==> src/design/phc_pkg.sv <==
// ----------------------------------------------------------------------------
// phc_pkg
// shared types, constants and the crc-16 byte fold for the picture hash checker
// ----------------------------------------------------------------------------
`default_nettype none

package phc_pkg;

    // coordinate width of col and row
    localparam int PHC_COORD_BITS = 13;

    // work queue geometry
    localparam int PHC_Q_AW    = 2;
    localparam int PHC_Q_DEPTH = 1 << PHC_Q_AW;

    // hash constants
    localparam logic [15:0] PHC_CRC_INIT  = 16'hFFFF;
    localparam logic [31:0] PHC_SUM_INIT  = 32'h0000_0000;

    // hash mode codes
    localparam logic PHC_MODE_CRC = 1'b0;
    localparam logic PHC_MODE_SUM = 1'b1;

    // one crc-16 byte fold, polynomial 0x1021, msb first
    function automatic logic [15:0] phc_crc_fold(logic [15:0] crc, logic [7:0] data);
        logic [7:0]  s;
        logic [7:0]  t;
        logic [15:0] t16;
        s   = data ^ crc[15:8];
        t   = s ^ (s >> 4);
        t16 = {8'h00, t};
        return {crc[7:0], 8'h00} ^ t16 ^ (t16 << 5) ^ (t16 << 12);
    endfunction

    // crc value after plane start: init, then two zero bytes folded in
    localparam logic [15:0] PHC_CRC_START =
        phc_crc_fold(phc_crc_fold(PHC_CRC_INIT, 8'h00), 8'h00);

    // one classified sample on its way from front to back
    typedef struct packed {
        logic [7:0]  sample;
        logic [7:0]  term;
        logic        first_of_plane;
        logic        last_of_plane;
        logic [31:0] expected_hash;
    } t_work;

    // queue status seen by the front and the back
    typedef struct packed {
        logic full;
        logic nonempty;
    } t_q_stat;

endpackage

`default_nettype wire

==> src/design/phc_if.sv <==
// ----------------------------------------------------------------------------
// phc_if
// valid/ready channels for samples in and hash results out
// ----------------------------------------------------------------------------
`default_nettype none

interface phc_in_if;
    logic                              valid;
    logic                              ready;
    logic [7:0]                        sample;
    logic [phc_pkg::PHC_COORD_BITS-1:0] col;
    logic [phc_pkg::PHC_COORD_BITS-1:0] row;
    logic                              first_of_plane;
    logic                              last_of_plane;
    logic [31:0]                       expected_hash;

    modport source (
        output valid, sample, col, row, first_of_plane, last_of_plane, expected_hash,
        input  ready
    );
    modport sink (
        input  valid, sample, col, row, first_of_plane, last_of_plane, expected_hash,
        output ready
    );
endinterface

interface phc_out_if;
    logic        valid;
    logic        ready;
    logic [31:0] computed_hash;
    logic        match;

    modport source (
        output valid, computed_hash, match,
        input  ready
    );
    modport sink (
        input  valid, computed_hash, match,
        output ready
    );
endinterface

`default_nettype wire

==> src/design/phc_front.sv <==
// ----------------------------------------------------------------------------
// phc_front
// accepts samples, forms the xor-masked checksum term and pushes work entries
// ----------------------------------------------------------------------------
`default_nettype none

module phc_front (
    phc_in_if.sink            i_in,
    input  phc_pkg::t_q_stat  i_q_stat,
    output logic              o_push,
    output phc_pkg::t_work    o_push_item
);

    logic [7:0] w_col_lo;
    logic [7:0] w_row_lo;
    logic [7:0] w_col_hi;
    logic [7:0] w_row_hi;
    logic [7:0] w_mask;

    // take a sample whenever the queue has room
    assign i_in.ready = !i_q_stat.full;
    assign o_push     = i_in.valid && !i_q_stat.full;

    // coordinate mask: low bytes and high parts of col and row
    always_comb begin
        w_col_lo = i_in.col[7:0];
        w_row_lo = i_in.row[7:0];
        w_col_hi = 8'(i_in.col >> 8);
        w_row_hi = 8'(i_in.row >> 8);
        w_mask   = w_col_lo ^ w_row_lo ^ w_col_hi ^ w_row_hi;
    end

    // work entry for the back end
    always_comb begin
        o_push_item.sample         = i_in.sample;
        o_push_item.term           = i_in.sample ^ w_mask;
        o_push_item.first_of_plane = i_in.first_of_plane;
        o_push_item.last_of_plane  = i_in.last_of_plane;
        o_push_item.expected_hash  = i_in.expected_hash;
    end

endmodule

`default_nettype wire

==> src/design/phc_queue.sv <==
// ----------------------------------------------------------------------------
// phc_queue
// short fifo of work entries between front and back
// ----------------------------------------------------------------------------
`default_nettype none

module phc_queue (
    input  logic              i_clk,
    input  logic              i_rst_n,
    input  logic              i_push,
    input  phc_pkg::t_work    i_push_item,
    input  logic              i_pop,
    output phc_pkg::t_work    o_head,
    output phc_pkg::t_q_stat  o_stat
);

    phc_pkg::t_work              r_mem [phc_pkg::PHC_Q_DEPTH];
    logic [phc_pkg::PHC_Q_AW-1:0] r_wr_ptr, n_wr_ptr;
    logic [phc_pkg::PHC_Q_AW-1:0] r_rd_ptr, n_rd_ptr;
    logic [phc_pkg::PHC_Q_AW:0]   r_count,  n_count;

    // status
    always_comb begin
        o_stat.full     = (r_count == (phc_pkg::PHC_Q_AW + 1)'(phc_pkg::PHC_Q_DEPTH));
        o_stat.nonempty = (r_count != '0);
    end

    assign o_head = r_mem[r_rd_ptr];

    // pointer and count update
    always_comb begin
        n_wr_ptr = r_wr_ptr + (i_push ? 1'b1 : 1'b0);
        n_rd_ptr = r_rd_ptr + (i_pop  ? 1'b1 : 1'b0);
        n_count  = r_count;
        if (i_push && !i_pop) begin
            n_count = r_count + 1'b1;
        end else if (!i_push && i_pop) begin
            n_count = r_count - 1'b1;
        end
    end

    always_ff @(posedge i_clk) begin
        if (!i_rst_n) begin
            r_wr_ptr <= '0;
            r_rd_ptr <= '0;
            r_count  <= '0;
        end else begin
            r_wr_ptr <= n_wr_ptr;
            r_rd_ptr <= n_rd_ptr;
            r_count  <= n_count;
        end
    end

    // entry storage
    always_ff @(posedge i_clk) begin
        if (i_push) begin
            r_mem[r_wr_ptr] <= i_push_item;
        end
    end

endmodule

`default_nettype wire

==> src/design/phc_back.sv <==
// ----------------------------------------------------------------------------
// phc_back
// folds work entries into the crc and checksum registers and emits results
// ----------------------------------------------------------------------------
`default_nettype none

module phc_back (
    input  logic              i_clk,
    input  logic              i_rst_n,
    input  logic              i_hash_mode,
    input  phc_pkg::t_work    i_head,
    input  phc_pkg::t_q_stat  i_q_stat,
    output logic              o_pop,
    phc_out_if.source         o_result
);

    logic [15:0] r_crc, n_crc;
    logic [31:0] r_sum, n_sum;
    logic        r_valid, n_valid;
    logic [31:0] r_hash, n_hash;
    logic        r_match, n_match;
    logic [15:0] w_crc_base;
    logic [31:0] w_sum_base;
    logic        w_out_free;

    // the result register is free when empty or being taken this cycle
    assign w_out_free = !r_valid || o_result.ready;
    assign o_pop      = i_q_stat.nonempty && (!i_head.last_of_plane || w_out_free);

    // hash update, restarting at plane start
    always_comb begin
        w_crc_base = i_head.first_of_plane ? phc_pkg::PHC_CRC_START : r_crc;
        w_sum_base = i_head.first_of_plane ? phc_pkg::PHC_SUM_INIT  : r_sum;
        n_crc      = r_crc;
        n_sum      = r_sum;
        if (o_pop) begin
            n_crc = phc_pkg::phc_crc_fold(w_crc_base, i_head.sample);
            n_sum = w_sum_base + {24'h000000, i_head.term};
        end
    end

    // result register
    always_comb begin
        n_valid = r_valid && !o_result.ready;
        n_hash  = r_hash;
        n_match = r_match;
        if (o_pop && i_head.last_of_plane) begin
            n_valid = 1'b1;
            if (i_hash_mode == phc_pkg::PHC_MODE_CRC) begin
                n_hash  = {16'h0000, n_crc};
                n_match = (n_crc == i_head.expected_hash[15:0]);
            end else begin
                n_hash  = n_sum;
                n_match = (n_sum == i_head.expected_hash);
            end
        end
    end

    always_ff @(posedge i_clk) begin
        if (!i_rst_n) begin
            r_crc   <= phc_pkg::PHC_CRC_INIT;
            r_sum   <= phc_pkg::PHC_SUM_INIT;
            r_valid <= 1'b0;
        end else begin
            r_crc   <= n_crc;
            r_sum   <= n_sum;
            r_valid <= n_valid;
        end
    end

    always_ff @(posedge i_clk) begin
        r_hash  <= n_hash;
        r_match <= n_match;
    end

    assign o_result.valid         = r_valid;
    assign o_result.computed_hash = r_hash;
    assign o_result.match         = r_match;

endmodule

`default_nettype wire

==> src/design/picture_hash_checker_top.sv <==
// ----------------------------------------------------------------------------
// picture_hash_checker_top
// decoded picture hash check (crc-16 or xor-masked checksum) for 8-bit planes
// ----------------------------------------------------------------------------
// channel    dir  transfer      payload
// i_in       in   valid/ready   sample, col, row, first/last_of_plane, expected_hash
// o_result   out  valid/ready   computed_hash, match
// i_cfg_*    in   write enable  hash_mode
//
// one sample per cycle sustained while the queue has room; the crc/sum update loop in
// phc_back folds one byte per cycle while it pops. a result passes through the queue
// and the result register after its last sample is taken. reset is synchronous: crc
// goes to 0xffff, sum and hash_mode to 0, queue empty. a stalled result holds the
// back end only on the next last sample; the 4-entry queue absorbs samples meanwhile.
// ----------------------------------------------------------------------------
`default_nettype none

module picture_hash_checker_top (
    input  logic      i_clk,
    input  logic      i_rst_n,
    input  logic      i_cfg_we,
    input  logic      i_cfg_wdata,
    phc_in_if.sink    i_in,
    phc_out_if.source o_result
);

    logic              r_hash_mode;
    logic              w_push;
    phc_pkg::t_work    w_push_item;
    logic              w_pop;
    phc_pkg::t_work    w_head;
    phc_pkg::t_q_stat  w_q_stat;

    // hash mode register
    always_ff @(posedge i_clk) begin
        if (!i_rst_n) begin
            r_hash_mode <= phc_pkg::PHC_MODE_CRC;
        end else if (i_cfg_we) begin
            r_hash_mode <= i_cfg_wdata;
        end
    end

    // front end
    phc_front u_front (
        .i_in        (i_in),
        .i_q_stat    (w_q_stat),
        .o_push      (w_push),
        .o_push_item (w_push_item)
    );

    // work queue
    phc_queue u_queue (
        .i_clk       (i_clk),
        .i_rst_n     (i_rst_n),
        .i_push      (w_push),
        .i_push_item (w_push_item),
        .i_pop       (w_pop),
        .o_head      (w_head),
        .o_stat      (w_q_stat)
    );

    // back end
    phc_back u_back (
        .i_clk       (i_clk),
        .i_rst_n     (i_rst_n),
        .i_hash_mode (r_hash_mode),
        .i_head      (w_head),
        .i_q_stat    (w_q_stat),
        .o_pop       (w_pop),
        .o_result    (o_result)
    );

    // a result only appears after a last sample left the queue
    a_result_from_last: assert property (@(posedge i_clk) disable iff (!i_rst_n)
        $rose(o_result.valid) |-> $past(w_pop && w_head.last_of_plane))
        else $error("result raised without a last sample");

    // a waiting result is never overwritten by the next plane
    a_no_overwrite: assert property (@(posedge i_clk) disable iff (!i_rst_n)
        (o_result.valid && !o_result.ready) |-> !(w_pop && w_head.last_of_plane))
        else $error("pending result overwritten");

    // a pushed entry is in the queue on the next cycle
    a_push_lands: assert property (@(posedge i_clk) disable iff (!i_rst_n)
        w_push |=> w_q_stat.nonempty)
        else $error("pushed entry lost");

    // never pop from an empty queue
    a_pop_nonempty: assert property (@(posedge i_clk) disable iff (!i_rst_n)
        w_pop |-> w_q_stat.nonempty)
        else $error("pop from empty queue");

endmodule

`default_nettype wire

==> src/flat_wrapper.sv <==
// flat-port wrapper written by rule: the top's interface ports become plain ports
module picture_hash_checker_top_flat 
  (i_clk, i_rst_n, i_cfg_we, i_cfg_wdata, i_in_valid, i_in_sample, i_in_col, i_in_row, i_in_first_of_plane, i_in_last_of_plane, i_in_expected_hash, i_in_ready, o_result_valid, o_result_computed_hash, o_result_match, o_result_ready);
  phc_in_if i_in_i ();
  phc_out_if o_result_i ();
  input  logic i_clk;
  input  logic i_rst_n;
  input  logic i_cfg_we;
  input  logic i_cfg_wdata;
  input wire logic [$bits(i_in_i.valid)-1:0] i_in_valid;
  input wire logic [$bits(i_in_i.sample)-1:0] i_in_sample;
  input wire logic [$bits(i_in_i.col)-1:0] i_in_col;
  input wire logic [$bits(i_in_i.row)-1:0] i_in_row;
  input wire logic [$bits(i_in_i.first_of_plane)-1:0] i_in_first_of_plane;
  input wire logic [$bits(i_in_i.last_of_plane)-1:0] i_in_last_of_plane;
  input wire logic [$bits(i_in_i.expected_hash)-1:0] i_in_expected_hash;
  output wire logic [$bits(i_in_i.ready)-1:0] i_in_ready;
  output wire logic [$bits(o_result_i.valid)-1:0] o_result_valid;
  output wire logic [$bits(o_result_i.computed_hash)-1:0] o_result_computed_hash;
  output wire logic [$bits(o_result_i.match)-1:0] o_result_match;
  input wire logic [$bits(o_result_i.ready)-1:0] o_result_ready;
  assign i_in_i.valid = i_in_valid;
  assign i_in_i.sample = i_in_sample;
  assign i_in_i.col = i_in_col;
  assign i_in_i.row = i_in_row;
  assign i_in_i.first_of_plane = i_in_first_of_plane;
  assign i_in_i.last_of_plane = i_in_last_of_plane;
  assign i_in_i.expected_hash = i_in_expected_hash;
  assign i_in_ready = i_in_i.ready;
  assign o_result_valid = o_result_i.valid;
  assign o_result_computed_hash = o_result_i.computed_hash;
  assign o_result_match = o_result_i.match;
  assign o_result_i.ready = o_result_ready;
  picture_hash_checker_top u_core (.i_clk(i_clk), .i_rst_n(i_rst_n), .i_cfg_we(i_cfg_we), .i_cfg_wdata(i_cfg_wdata), .i_in(i_in_i), .o_result(o_result_i));
endmodule
==> config.mk <==
export PLATFORM = sky130hd
export DESIGN_NAME = picture_hash_checker_top_flat
export DESIGN_NICKNAME = d
export VERILOG_FILES = /design/src/design/phc_pkg.sv /design/src/design/phc_if.sv /design/src/design/phc_front.sv /design/src/design/phc_queue.sv /design/src/design/phc_back.sv /design/src/design/picture_hash_checker_top.sv /design/src/flat_wrapper.sv
export SDC_FILE = /design/constraint.sdc
export NUM_CORES = 1
export LEC_CHECK = 0
export BUFFER_PORTS_ARGS = -buffer_cell sky130_fd_sc_hd__buf_2
export CAP_MARGIN = 20
export CORE_ASPECT_RATIO = 1.75
export CORE_MARGIN = 2
export CORE_UTILIZATION = 55
export DETAILED_ROUTE_END_ITERATION = 16
export GPL_TIMING_DRIVEN = 0
export PLACE_DENSITY = 0.75
export RECOVER_POWER = 50
export SYNTH_ARGS = -nofsm -noshare
export SYNTH_HDL_FRONTEND = slang
export SYNTH_SLANG_ARGS = --single-unit
export TNS_END_PERCENT = 1
==> constraint.sdc <==
create_clock -name i_clk -period 17 [get_ports i_clk]
set_clock_uncertainty 0.2 [all_clocks]
set_input_delay 0.85 -clock i_clk [delete_from_list [all_inputs] [get_ports i_clk]]
set_output_delay 0.85 -clock i_clk [all_outputs]
set_load 0.05 [all_outputs]
==> qor.txt, run 1 <==
Die footprint = 25,400 µm²
Post-synth EDFFs = 233
Seq/Total Area, Yosys = 61.4%
H-Tree Depth = 1
Initial antenna violation count = 0
Largest area contributor in the synthesized netlist = edfxtp_1
Setup TNS Final = 0 ns
Syn_area_per_cell = 14.0 µm²
Fin Hold WS = 0.320 ns
RSZ-0062 raised after global routing = false
GRT Total Usage = 27.8%
MaxCap Viol Count = 1
Area of the core = 23,800 µm²
I/O pin cnt = 109
Number of DRC markers in iteration 0 = 630
CP endpoint kind = flop
# clock sinks = 290
# hold bufs at CTS = 0
Vias in the first global route = 8,724
Tcrit/Tclk final = 41.1%
GRT met2 Usage = 49.6%
Clk pwr share = 20.9%
Mean number of vias per cell = 5.98
Final Critical Period = 6.99 ns
Synthesized area = 13,200 µm²
Buffers on Ports = 108
Total power draw = 2.87 mW
Register bit count reported by yosys = 290
Hold Crit Class = flop to flop
Synth warnings = 0
Async SR Flop Fraction = 0%
Root buf cell = clkbuf_16
Final Max Slew Viols = 51
Top cell type's share of synthesized area = 52.8%
Commonest cells in the netlist = 233 x edfxtp_1, 90 x xnor2_1, 66 x nor2_1
DRC viols = 0
Detailed Place HPWL = 25.1 mm
Critical path class = flop to flop
Critical Path AT = 7.18 ns
Static leakage = 4.94 nW
Worst slack at placement = 10.01 ns
Switching power = 1.17 mW
Site Rows = 75
Post-CTS Setup Bufs = 0
Post-route setup slack = 10.01 ns
Reg clk slew, reported paths = 0.07 ns
Hold Vio Cnt, Final = 0
Fmax = 143 MHz
Crit-path max FO = 10
Failing checks = capacitance limit, slew limit
Clock Latency Late Sink = 0.55 ns
Pwr dens = 190 nW/µm²
Syn Nets = 1,031
Relative slew margins = -85.3%
Slew @ Worst Pin = 2.78 ns
Routability cong. = 0.970
Drt first pass iters = 5
Layout area overhead = 13.7%
Die height = 209 µm
Synth top area cells = edfxtp_1 53%, dfxtp_1 8.6%, mux4_2 8.0%, xnor2_1 6.0%, xor2_1 3.3%
Sequential Power Share = 33.5%
Grt met3 use = 3.21%
Nets = 1,177
Total number of vias = 8,485
# setup viols final = 0
CP required = 17.19 ns
Post-route ant nets = 0
P_int = 1.70 mW
Sw frac = 40.7%
Unique cell type count in the Yosys netlist = 65
Outcome = finished, violations left
Dominant synthesized flop cell = edfxtp_1
Met1 Use GR = 32.4%
CTS Buf Count = 26
Initial Util = 55.6%
PostCTS Resize Cnt = 0
Max VDD drop = 112 µV
WL/cell = 24.2 µm
First-pass GRT wire length = 52.1 mm
Gr busiest metal = met2
GR Overflow Total = 0
WL final = 34.4 mm
Width of the die = 121 µm
Crit path launch type = flop
Synth Instances = 944
Logic pwr share = 45.7%
Diodes inserted = 0
Pin count of the biggest net entering global routing = 51
Layout Utilization = 63.2%
Most common cell in the netlist = edfxtp_1
Clock Tree Buf Depth = 3
Clock tree from TritonCTS = built
Share of cells above drive strength 1 = 13.7%
[flip-flops by register name, indices dropped and copies added (netlist names)]
register                              count
u_core.u_queue.r_mem                    200
u_core.u_back.o_result.computed_hash     32
u_core.u_back.r_sum                      32
u_core.u_back.r_crc                      16
u_core.u_queue.r_count                    3
u_core.u_queue.r_rd_ptr                   2
u_core.u_queue.r_wr_ptr                   2
u_core.r_hash_mode                        1
u_core.u_back.o_result.match              1
u_core.u_back.o_result.valid              1
[logic make-up after synthesis]
logic type / Yosys count / synth area share [%]
xor gates and xnor gates: 142 / 9.55
adders and majority gates: 13 / 1.34
AOI/OAI and AO/OA: 102 / 5.07
and+or+nand+nor: 253 / 9.78
DFF: 290 / 61.4
buffers and inverters: 58 / 1.78
muxes: 86 / 11.0
[layout by cell type (no fill, tap or decap), types with 9 or more instances in the layout]
master     count
a21oi_1       29
and2_1        32
buf_2         43
clkbuf_1     116
clkbuf_16     26
dfxtp_1       57
edfxtp_1     233
ha_1          11
inv_1         11
mux2i_1       32
mux4_2        47
nand2_1       61
nand3_1       10
nand4_1       17
nor2_1        63
nor2b_1       16
nor4_1        11
o211ai_1       9
o21ai_0       20
xnor2_1       90
xor2_1        50
[worst max-delay path, stage by stage (launching register included)]
cell      delay [ns]
dfxtp_1         0.38
buf_2           0.35
buf_4           0.29
buf_2           0.40
buf_2           0.43
clkbuf_1        0.65
mux4_2          0.65
ha_1            0.38
nand2_1         0.08
o31a_1          0.34
a21oi_1         0.40
clkbuf_1        0.49
o311ai_1        0.15
a21boi_0        0.86
xnor2_1         0.20
nor3_1          0.18
nand3_1         0.15
o31ai_2         0.22
[power by group through the flow]
stage / Sequential, mW / Clock [mW] / Combinational, mW
after floorplan: 1.10 / 0 / 0.792
after global placement: 0.977 / 0 / 1.28
after detailed placement: 0.971 / 0 / 1.31
after CTS: 0.957 / 0.604 / 1.32
after global routing: 0.968 / 0.632 / 1.40
final: 0.959 / 0.598 / 1.31
[metrics by stage]
step,cells,cell area [µm²]
2_1_floorplan,944,13200
3_3_place_gp,1360,14200
3_5_place_dp,1370,14300
4_1_cts,1418,15200
5_1_grt,1418,15100
6_report,1418,15100
[layout make-up]
type                            count  area (µm²)
Fill cell                        1862        8770
Sequential cell                   290        8140
Multi-Input combinational cell    596        4890
Clock buffer                       33         697
Timing Repair Buffer              118         551
Tap cell                          308         385
Buffer                             46         190
Clock inverter                     15         165
Inverter                           12        45.0
[metal layers]
layer,share of wire (%),up-vias
met5,0,-
met4,6.2,0
met3,4.3,113
met2,53,307
met1,36,4240
li1,-,3825
[worst paths after layout]
path / startpoint / end / slack (ns) / depth (start not counted)
max: u_core.u_queue.r_rd_ptr[0]$_SDFF_PN0_ / u_core.u_back.o_result.match$_DFFE_PP_ / 10.01 / 17
min: u_core.u_queue.r_count[2]$_SDFFE_PN0P_ / u_core.u_queue.r_count[2]$_SDFFE_PN0P_ / 0.32 / 2
max reg2reg: u_core.u_queue.r_rd_ptr[0]$_SDFF_PN0_ / u_core.u_back.o_result.match$_DFFE_PP_ / 10.01 / 17
min reg2reg: u_core.u_queue.r_count[2]$_SDFFE_PN0P_ / u_core.u_queue.r_count[2]$_SDFFE_PN0P_ / 0.32 / 2
No activity file was read; power rests on OpenSTA's default activity.
==> inputs of run 2 (changes only) <==
--- a/config.mk
+++ b/config.mk
@@ -9,10 +9,10 @@
 export CAP_MARGIN = 20
 export CORE_ASPECT_RATIO = 1.75
 export CORE_MARGIN = 2
-export CORE_UTILIZATION = 55
+export CORE_UTILIZATION = 54
 export DETAILED_ROUTE_END_ITERATION = 16
 export GPL_TIMING_DRIVEN = 0
-export PLACE_DENSITY = 0.75
+export PLACE_DENSITY = 0.77
 export RECOVER_POWER = 50
 export SYNTH_ARGS = -nofsm -noshare
 export SYNTH_HDL_FRONTEND = slang
==> constraint.sdc (replaced) <==
create_clock -name i_clk -period 5.82 [get_ports i_clk]
set_clock_uncertainty 0.2 [all_clocks]
set_input_delay 0.291 -clock i_clk [delete_from_list [all_inputs] [get_ports i_clk]]
set_output_delay 0.291 -clock i_clk [all_outputs]
set_load 0.05 [all_outputs]
==> qor.txt, run 2 (synthesis gave the netlist of run 1 again) <==
Pwr dens = 534 nW/µm²
Diodes inserted = 0
DP Area = 14,400 µm²
Fmax = 180 MHz
R2R depth = 16
Hold Crit Class = primary input to flop
Routability cong. = 0.986
Nets = 1,227
Clock Latency Late Sink = 0.55 ns
Pin count of the biggest net entering global routing = 34
Vias in the first global route = 8,803
DRC viols = 0
Mean number of vias per cell = 5.86
Max VDD drop = 311 µV
Biggest register = u_core.u_queue.r_mem
Tcrit/Tclk final = 95.2%
# setup viols final = 0
Crit-path max FO = 19
Sw frac = 39.4%
Share of cells above drive strength 1 = 13.4%
Final Non-Filler Cells = 1,467
Switching power = 3.30 mW
H-Tree Depth = 1
FILL cells = 1,851
Clock Tree Buf Depth = 3
Site Rows = 75
Logic pwr share = 44.9%
Total number of vias = 8,594
Outcome = finished, final reports clean
Reg clk slew, reported paths = 0.07 ns
Sequential Power Share = 33.4%
CP endpoint kind = flop
Detailed Place HPWL = 24.4 mm
Die height = 211 µm
WL final = 33.6 mm
GR Overflow Total = 0
Number of DRC markers in iteration 0 = 690
WL/cell = 22.9 µm
Worst Hold Depth = 3
First-pass GRT wire length = 51.1 mm
Clk pwr share = 21.7%
Critical Path AT = 5.69 ns
Final Critical Period = 5.54 ns
Crit path launch type = flop
CTS Buf Count = 25
Root buf cell = clkbuf_16
GRT Total Usage = 26.8%
Most common cell after layout, fill and taps aside = edfxtp_1
Critical path class = flop to flop
CP required = 5.97 ns
Worst slack at placement = -1.04 ns
Relative slew margins = 23.9%
Buffers on Ports = 108
Area of the core = 24,000 µm²
# clock sinks = 290
Max reg flops = 200
Layout area overhead = 18.4%
Post-route setup slack = 0.277 ns
Hold Vio Cnt, Final = 0
Die footprint = 25,800 µm²
Multi-input gate area = 4900 µm²
Most frequent cells in the layout = 233 x edfxtp_1, 112 x clkbuf_1, 90 x xnor2_1
Clock tree from TritonCTS = built
RSZ-0062 raised after global routing = false
Initial antenna violation count = 0
Static leakage = 5.19 nW
Post-route ant nets = 0
Initial Util = 55.1%
Layout Cell Area excl Fill = 15,700 µm²
Final Max Slew Viols = 0
Slew @ Worst Pin = 1.14 ns
Drt first pass iters = 5
MaxCap Viol Count = 0
DP Cell Count = 1,371
I/O pin cnt = 109
Width of the die = 122 µm
Register area = 8140 µm²
P_int = 5.08 mW
[run 2: changes by cell type in the layout (fill, tap and decap cells not counted), moves of 2 or more]
cell	before	now
inv_6	0	2
buf_12	2	4
buf_2	43	38
clkinv_1	5	3
clkinv_2	3	1
buf_6	1	6
dlygate4sd3_1	0	54
clkbuf_1	116	112
bufinv_16	3	6
[run 2: cell type report]
type	instances	area share, %
well taps	308	2.46
plain buffers	42	1.24
flip-flops and latches	290	51.9
multi-input cells	596	31.3
inverters	12	0.287
clock buffers	31	4.20
repair buffers	173	7.13
clock inverters	15	1.52
[run 2: repair_timing]
| action | 4_1_cts | 5_1_grt |
|---|---|---|
| setup buffers | 0 | 0 |
| resized for setup | 5 | 4 |
| cloned | 0 | 0 |
| endpoints found under the setup margin | 30 | 1 |
| hold buffers | 54 | 0 |
| hold endpoints to repair | 208 | 0 |
[run 2: worst paths after layout]
check / end / slack [ns] / from
min: u_core.u_queue.r_mem[2][41]$_DFFE_PP_ / 0.07 / i_in_col[7]
min reg2reg: u_core.u_back.r_crc[2]$_SDFF_PN1_ / 0.36 / u_core.u_back.r_crc[2]$_SDFF_PN1_
max reg2reg: u_core.u_back.o_result.match$_DFFE_PP_ / 0.28 / u_core.u_queue.r_rd_ptr[1]$_SDFF_PN0_
max: u_core.u_back.o_result.match$_DFFE_PP_ / 0.28 / u_core.u_queue.r_rd_ptr[1]$_SDFF_PN0_
[run 2: metrics by stage]
stage                     hold WS [ns]  util [%]  setup TNS, ns  total power, mW
after detailed placement         0.305      59.8          -4.55             6.59
final                           0.0729      65.3              0             8.38
after global routing            0.0887      65.3              0             8.78
after global placement           0.302      59.0        -144.29             6.53
after floorplan                  0.190         -              0             5.51
after CTS                       0.0686      65.7              0             8.43
[run 2: power by group through the flow]
| stage | sequential (mW) | clock, mW | combinational, mW |
|---|---|---|---|
| after floorplan | 3.20 | 0 | 2.31 |
| after global placement | 2.85 | 0 | 3.68 |
| after detailed placement | 2.83 | 0 | 3.76 |
| after CTS | 2.79 | 1.84 | 3.80 |
| after global routing | 2.82 | 1.92 | 4.04 |
| final | 2.79 | 1.82 | 3.76 |
[run 2: critical path, cell delays in order, from the launching register on]
cell and delay, ns:
dfxtp_1 0.36, buf_2 0.30, buf_2 0.33, buf_2 0.35
buf_6 0.28, mux4_2 0.37, ha_1 0.37, nand2_1 0.07
o31a_1 0.34, a21oi_1 0.44, clkbuf_1 0.45, o211ai_1 0.17
xor2_1 0.35, xor2_1 0.22, nor3_1 0.26, nand3_1 0.18
o31ai_2 0.27
[run 2: metal layers]
metal | routed length (µm) | track usage [%]
met4 | 1920 | 14.9
met5 | 0 | 0
met1 | 12200 | 31.1
met3 | 1740 | 3.40
met2 | 17800 | 47.4
==> inputs of run 3 (changes only) <==
--- a/config.mk
+++ b/config.mk
@@ -9,10 +9,10 @@
 export CAP_MARGIN = 20
 export CORE_ASPECT_RATIO = 1.75
 export CORE_MARGIN = 2
-export CORE_UTILIZATION = 54
+export CORE_UTILIZATION = 55
 export DETAILED_ROUTE_END_ITERATION = 16
 export GPL_TIMING_DRIVEN = 0
-export PLACE_DENSITY = 0.77
+export PLACE_DENSITY = 0.75
 export RECOVER_POWER = 50
 export SYNTH_ARGS = -nofsm -noshare
 export SYNTH_HDL_FRONTEND = slang
==> constraint.sdc (replaced) <==
create_clock -name i_clk -period 6.6 [get_ports i_clk]
set_clock_uncertainty 0.2 [all_clocks]
set_input_delay 0.33 -clock i_clk [delete_from_list [all_inputs] [get_ports i_clk]]
set_output_delay 0.33 -clock i_clk [all_outputs]
set_load 0.05 [all_outputs]
==> qor.txt, run 3 (synthesis gave the netlist of run 1 again) <==
Outcome = finished, violations left
Failing checks = capacitance limit, slew limit
Hold Crit Class = primary input to flop
Slew @ Worst Pin = 2.76 ns
Max VDD drop = 291 µV
# setup viols final = 0
FF-to-FF Start = u_core.u_queue.r_rd_ptr[0]$_SDFF_PN0_
Static leakage = 5.16 nW
Hold Vio Cnt, Final = 0
Root buf cell = clkbuf_16
MaxCap Viol Count = 1
# clock sinks = 290
Diodes inserted = 0
HP Start = i_in_col[7]
Clock Latency Late Sink = 0.55 ns
Relative slew margins = -84.2%
Buffers on Ports = 108
Routability cong. = 0.970
WL/cell = 24.0 µm
DP Cell Count = 1,370
Total number of vias = 8,698
Setup TNS Final = 0 ns
Fmax = 161 MHz
Crit path launch type = flop
Vias in the first global route = 9,024
RSZ-0062 raised after global routing = false
Pin count of the biggest net entering global routing = 51
Most frequent cells in the layout = 233 x edfxtp_1, 116 x clkbuf_1, 90 x xnor2_1
Die footprint = 25,400 µm²
Detailed Place HPWL = 25.1 mm
I/O pin cnt = 109
Max reg flops = 200
Clock Tree Buf Depth = 3
Critical path class = flop to flop
Final Max Slew Viols = 51
Area of the core = 23,800 µm²
Reg clk slew, reported paths = 0.07 ns
Register area = 8140 µm²
Die height = 209 µm
Share of cells above drive strength 1 = 13.0%
Worst slack at placement = -0.390 ns
Drt first pass iters = 5
WL final = 35.3 mm
Mean number of vias per cell = 5.92
CTS Buf Count = 26
GRT Total Usage = 28.6%
Clock tree from TritonCTS = built
Final Non-Filler Cells = 1,470
GR Overflow Total = 0
Number of DRC markers in iteration 0 = 662
Post-route setup slack = 0.377 ns
CP required = 6.79 ns
Final Critical Period = 6.22 ns
Width of the die = 121 µm
Multi-input gate area = 4890 µm²
Site Rows = 75
Post-route ant nets = 0
First-pass GRT wire length = 53.6 mm
FILL cells = 1,808
Layout area overhead = 17.8%
Pwr dens = 475 nW/µm²
CP endpoint kind = flop
Initial antenna violation count = 0
Worst setup path start = u_core.u_queue.r_rd_ptr[0]$_SDFF_PN0_
Critical Path AT = 6.41 ns
Tcrit/Tclk final = 94.3%
Biggest register = u_core.u_queue.r_mem
Initial Util = 55.6%
H-Tree Depth = 1
Nets = 1,229
DRC viols = 0
Most common cell after layout, fill and taps aside = edfxtp_1
Crit-path max FO = 19
==> run 3: stage by stage <==
step                instance area (µm²)  hold slack, ns  util, %  total power, mW
finish                            15600          0.0791     65.4             7.41
global route                      15600           0.118     65.4             7.75
CTS                               15700          0.0668     66.1             7.44
floorplan                         13200           0.229        -             4.86
detailed placement                14300           0.308     60.2             5.88
global placement                  14200           0.298     59.4             5.82
==> run 3: path summary, 6_finish.rpt <==
path / end / slack (ns) / cells after the start
max: u_core.u_back.o_result.match$_DFFE_PP_ / 0.38 / 16
min: u_core.u_queue.r_mem[2][41]$_DFFE_PP_ / 0.08 / 3
max reg2reg: u_core.u_back.o_result.match$_DFFE_PP_ / 0.38 / 16
min reg2reg: u_core.u_queue.r_count[2]$_SDFFE_PN0P_ / 0.32 / 2
==> run 3: critical path, cell delays in order (launching register included) <==
cell and delay, ns:
dfxtp_1 0.38, buf_2 0.36, buf_4 0.29, buf_2 0.39, clkbuf_4 0.50, mux4_2 0.57, ha_1 0.25, fa_1 0.41
a211oi_1 0.34, o21ai_0 0.18, xnor2_1 0.18, nor2_1 0.06, a21oi_1 0.50, xnor2_1 0.17, a2111oi_0 0.62, nand4_1 0.32
o31ai_2 0.30
==> run 3: what timing repair did <==
item | 4_1_cts | 5_1_grt
endpoints found under the setup margin | 2 | 1
gates resized for setup | 1 | 1
setup buffers | 0 | 0
hold buffers | 54 | 0
hold endpoints to repair | 209 | 0
==> run 3: report_power, final <==
part | switching, mW | total [mW] | internal, mW
sequential | 0.124 | 2.47 | 2.35
clock | 0.674 | 1.54 | 0.868
combinational | 2.22 | 3.39 | 1.18
total | 3.01 | 7.41 | 4.39
==> run 3: layer usage <==
metal  track usage (%)  share of wire [%]  wire (µm)
met5                 0                  0          0
met4              15.0                5.8       2060
met3              3.04                4.6       1610
met2              51.7                 54      19000
met1              33.0                 36      12600
==> run 3: layout make-up <==
class | count | share of cell area, %
tap | 308 | 2.47
buffer | 44 | 1.19
clock buffer | 33 | 4.47
timing repair buffer | 172 | 6.99
clock inverter | 15 | 1.06
sequential | 290 | 52.2
multi-input combinational | 596 | 31.4
inverter | 12 | 0.289
